<file path="config.mk">
export PLATFORM = sky130hd
export DESIGN_NAME = qrs_isqrt
export DESIGN_NICKNAME = d
export VERILOG_FILES = /design/src/rtl/core/qrs_isqrt.sv
export SDC_FILE = /design/constraint.sdc
export NUM_CORES = 2
export LEC_CHECK = 0
export BUFFER_PORTS_ARGS = -buffer_cell sky130_fd_sc_hd__buf_2
export CELL_PAD_IN_SITES_DETAIL_PLACEMENT = 1
export CELL_PAD_IN_SITES_GLOBAL_PLACEMENT = 1
export CORE_ASPECT_RATIO = 1.4
export CORE_MARGIN = 2
export CORE_UTILIZATION = 45
export CTS_CLUSTER_DIAMETER = 60
export DETAILED_ROUTE_END_ITERATION = 8
export HOLD_SLACK_MARGIN = 0.12
export PLACE_DENSITY_LB_ADDON = 0.3
export SLEW_MARGIN = 20
export SYNTH_ARGS = -nofsm -noshare
export SYNTH_HDL_FRONTEND = slang
export SYNTH_MEMORY_MAX_BITS = 65536
export SYNTH_SLANG_ARGS = --single-unit
</file>
<file path="constraint.sdc">
create_clock -name aclk -period 4.5 [get_ports aclk]
set_input_delay 0.45 -clock aclk [delete_from_list [all_inputs] [get_ports aclk]]
set_output_delay 0.45 -clock aclk [all_outputs]
set_load 0.03 [all_outputs]
</file>
<file path="src/rtl/core/qrs_isqrt.sv">
`default_nettype none
module qrs_isqrt #(
    parameter int SB = 33,
    parameter int SW = 8
) (
    input  wire logic            aclk,
    input  wire logic            aresetn,
    input  wire logic            ce,
    input  wire logic            in_valid,
    input  wire logic [2*SB-1:0] in_d,
    input  wire logic [SW-1:0]   in_side,
    output logic                 out_valid,
    output logic [SB-1:0]        out_root,
    output logic [SW-1:0]        out_side
);

    localparam int RMW = SB + 2;
    localparam int TW  = SB + 4;

    logic [RMW-1:0]  rem_reg  [0:SB-1];
    logic [SB-1:0]   root_reg [0:SB-1];
    logic [2*SB-1:0] dsh_reg  [0:SB-1];
    logic [SW-1:0]   side_reg [0:SB-1];
    logic            v_reg    [0:SB-1];

    // one root bit per stage, restoring digit recurrence
    for (genvar k = 0; k < SB; k++) begin : g_step
        logic [RMW-1:0]  rem_in;
        logic [SB-1:0]   root_in;
        logic [2*SB-1:0] dsh_in;
        logic [SW-1:0]   side_in;
        logic            v_in;
        logic [TW-1:0]   t, trial;
        logic            ge;

        if (k == 0) begin : g_first
            assign rem_in  = '0;
            assign root_in = '0;
            assign dsh_in  = in_d;
            assign side_in = in_side;
            assign v_in    = in_valid;
        end else begin : g_next
            assign rem_in  = rem_reg[k-1];
            assign root_in = root_reg[k-1];
            assign dsh_in  = dsh_reg[k-1];
            assign side_in = side_reg[k-1];
            assign v_in    = v_reg[k-1];
        end

        assign t     = {rem_in, dsh_in[2*SB-1:2*SB-2]};
        assign trial = TW'({root_in, 2'b01});
        assign ge    = t >= trial;

        always_ff @(posedge aclk) begin
            if (!aresetn) begin
                v_reg[k] <= 1'b0;
            end else if (ce) begin
                v_reg[k] <= v_in;
            end
        end

        always_ff @(posedge aclk) begin
            if (ce) begin
                rem_reg[k]  <= ge ? RMW'(t - trial) : RMW'(t);
                root_reg[k] <= {root_in[SB-2:0], ge};
                dsh_reg[k]  <= {dsh_in[2*SB-3:0], 2'b00};
                side_reg[k] <= side_in;
            end
        end
    end

    assign out_valid = v_reg[SB-1];
    assign out_root  = root_reg[SB-1];
    assign out_side  = side_reg[SB-1];

endmodule
`default_nettype wire

</file>
==> flow_metrics.py <==
metrics = {
    "detailed_routing": {
        "first_iter_violations": 4224,
        "drc": 0,
        "postRouteAntennaNets": 0,
        "vias_per_cell": 5.42,
        "post_drt_wl_per_cell_um": 21.2,
        "drtPass1Iterations": 5,
        "drt-total-wl_um": 311000,
        "vias": 79400,
    },
    "placement": {
        "dp_hpwl_um": 229000,
        "gp_congestion": 0.898,
        "place_inst": 14000,
        "port_buffers": 119,
    },
    "synth": {
        "synth_top_area_share_pct": 66.7,
        "synth.most_common_cell": "edfxtp_1",
        "synth_ff_type": "edfxtp_1",
        "synth_cell_types": 91,
        "netlist_instances": 10000,
        "synth_compound_area_share_pct": 8.94,
        "muxShareOfSynthArea_pct": 0.601,
        "synth_top_family_by_area": "simple AND/OR/NAND/NOR gates",
        "synth_area_leader_cell": "edfxtp_1",
        "seq_area_frac_synth_pct": 66.8,
        "synthArstFlopShare_pct": 0,
        "synth_seq_cells": 2981,
        "yosys-top-cells-count": "2,980 x edfxtp_1, 754 x inv_1, 676 x nand2_1, 596 x ha_1, 564 x a21oi_1",
        "synth_area_per_cell_um2": 13.4,
        "synth-xor-area-share_pct": 5.85,
        "synthAdderAreaFrac_pct": 5.56,
        "yosys_warnings": 0,
        "syn_area_um2": 134000,
        "synthSimpleGateAreaFrac_pct": 9.63,
        "synth_area_leaders": "edfxtp_1 67%, ha_1 5.6%, xor2_1 3.1%",
        "synth-edff-count": 2980,
        "synth_nets": 10700,
    },
    "setup_path": {
        "cp-start-kind": "register",
        "worstSetupPathType": "register to register",
        "crit_required_ns": 5.08,
        "rr_startpoint": "root_reg[1][200]",
        "path_max_fanout": 43,
        "rrSetupSlack_ns": 0.15,
        "cp-end-kind": "register",
        "crit_start": "root_reg[1][200]",
        "worstPathArrival_ns": 4.93,
    },
    "final_layout": {
        "nets": 11100,
        "largest_reg_flops": 1067,
        "post-route-util_pct": 50.9,
        "drive_gt1_share_pct": 8.02,
        "final_cells": 14600,
        "syn2layout_area_growth_pct": 12.8,
        "seq_area_um2": 89500,
        "n_fill_cell": 29600,
        "multi_input_area_um2": 41100,
    },
    "timing": {
        "period_minus_slack_ns": 4.35,
        "slew_headroom_pct": 29.4,
        "finClkSkew_ns": 0.0492,
        "period_share_pct": 96.7,
        "maxSlewViolCount": 0,
        "tightest_slew_ns": 1.06,
        "timing.setup.tns_ns": 0,
        "holdWs_ns": 0.261,
        "rsz0062_at_grt": "no",
        "fmax_mhz": 230,
        "finalHoldViolations": 0,
        "setup_viol": 0,
    },
    "grt": {
        "grt_max_degree": 142,
        "antenna_found_initial": 2,
        "gr-total-overflow": 0,
        "first_global_vias": 85500,
        "grt_pass1_wl_um": 483000,
        "grt_usage_pct": 20.4,
    },
    "run": {
        "max_cap_viol_count": 0,
    },
    "clocking": {
        "htreeDepth": 5,
        "max-clock-path-buffers": 4,
        "cts.sinks": 2981,
        "insertion_delay_ns": 0.89,
        "numCtsBuffers": 306,
        "path_clk_slew_ns": 0.06,
        "tritoncts": "built",
        "ctsRootBufferMaster": "clkbuf_16",
    },
    "outcome": {
        "run_status": "complete, no violations",
    },
    "floorplanning": {
        "ios": 120,
        "core_area_um2": 297000,
        "die-area_um2": 302000,
        "die_y_um": 650,
        "dieWidth_um": 465,
        "num_rows": 237,
        "start_util_pct": 45.1,
    },
    "power_and_ir_drop": {
        "p_per_area_nw_per_um2": 517,
        "ir_drop_uv": 451,
        "p_leak_nw": 57.4,
    },
    "min_path": {
        "min_path_type": "input port to register",
        "hold_path.startpoint": "in_side[5]",
    },
}
==> through the flow <==
stage	power, W	setup WS (ns)	cell area, um2
2_1_floorplan	0.0473	0.779	134000
3_3_place_gp	0.0526	-0.122	140000
4_1_cts	0.0792	0.0561	151000
6_report	0.0782	0.148	151000
5_1_grt	0.0819	0.00720	151000
3_5_place_dp	0.0531	0.0597	140000
==> cell type report <==
type | count | share of cell area, %
clock inverter | 180 | 1.35
tap | 3943 | 3.26
clock buffer | 363 | 5.27
multi-input combinational | 6077 | 27.2
antenna | 1 | 0.00165
inverter | 756 | 1.88
sequential | 2981 | 59.2
timing repair buffer | 343 | 1.89
==> logic make-up (layout without fill, tap and decap cells) <==
kind of cell / Yosys count / after routing
other: 1 / 2
buffers and inverters: 948 / 1642
muxes: 73 / 73
xor gates and xnor gates: 896 / 896
DFF: 2981 / 2981
and+or+nand+nor: 2576 / 2576
adders and majority gates: 596 / 596
AOI/OAI and AO/OA: 1935 / 1935
==> timing repair <==
action / 4_1_cts / 5_1_grt
endpoints found under the setup margin: 0 / 1
hold buffers: 79 / 0
resized for setup: 0 / 1
buffers inserted: 0 / 0
hold endpoints to repair: 124 / 0
==> power breakdown <==
part | total (W) | switching, W | leakage, nW | internal [W]
logic | 0.0153 | 0.00912 | 23.7 | 0.00615
clock network | 0.0256 | 0.0107 | 4.87 | 0.0149
registers | 0.0373 | 0.00246 | 28.8 | 0.0349
==> per-layer routing <==
layer	part of all wire, %	wire length, um	track usage [%]
met1	36	113000	21.1
met2	55	171000	39.3
met3	2.8	8620	2.47
met4	6.0	18600	11.1
met5	0	0	0
==> path summary, 6_finish.rpt <==
kind / end / depth (start not counted)
hold / removal: side_reg[0][5] / 2
hold reg to reg: dsh_reg[0][276] / 0
setup / recovery: rem_reg[0][806] / 11
setup reg to reg: rem_reg[0][806] / 11
==> layout by cell type (no fill, tap or decap), drive strengths merged, types with 363 or more instances in the layout <==
master,instances
edfxtp,2980
inv,773
nand2,676
ha,596
a21oi,565
o21ai,555
nor2,525
xor2,479
xnor2,417
clkbuf,363
==> worst max-delay path, cell delays in order, from the launching register on <==
cell and delay, ns:
edfxtp_1 0.75, inv_1 0.10, ha_1 0.25, or3_1 0.35, o22ai_1 0.28, o31a_1 0.16
o21ai_0 0.15, o2111a_1 0.36, a21o_1 0.27, a31oi_4 0.33, buf_12 0.27, mux2i_1 0.74
Note: power is estimated with default switching activity, not from simulation.
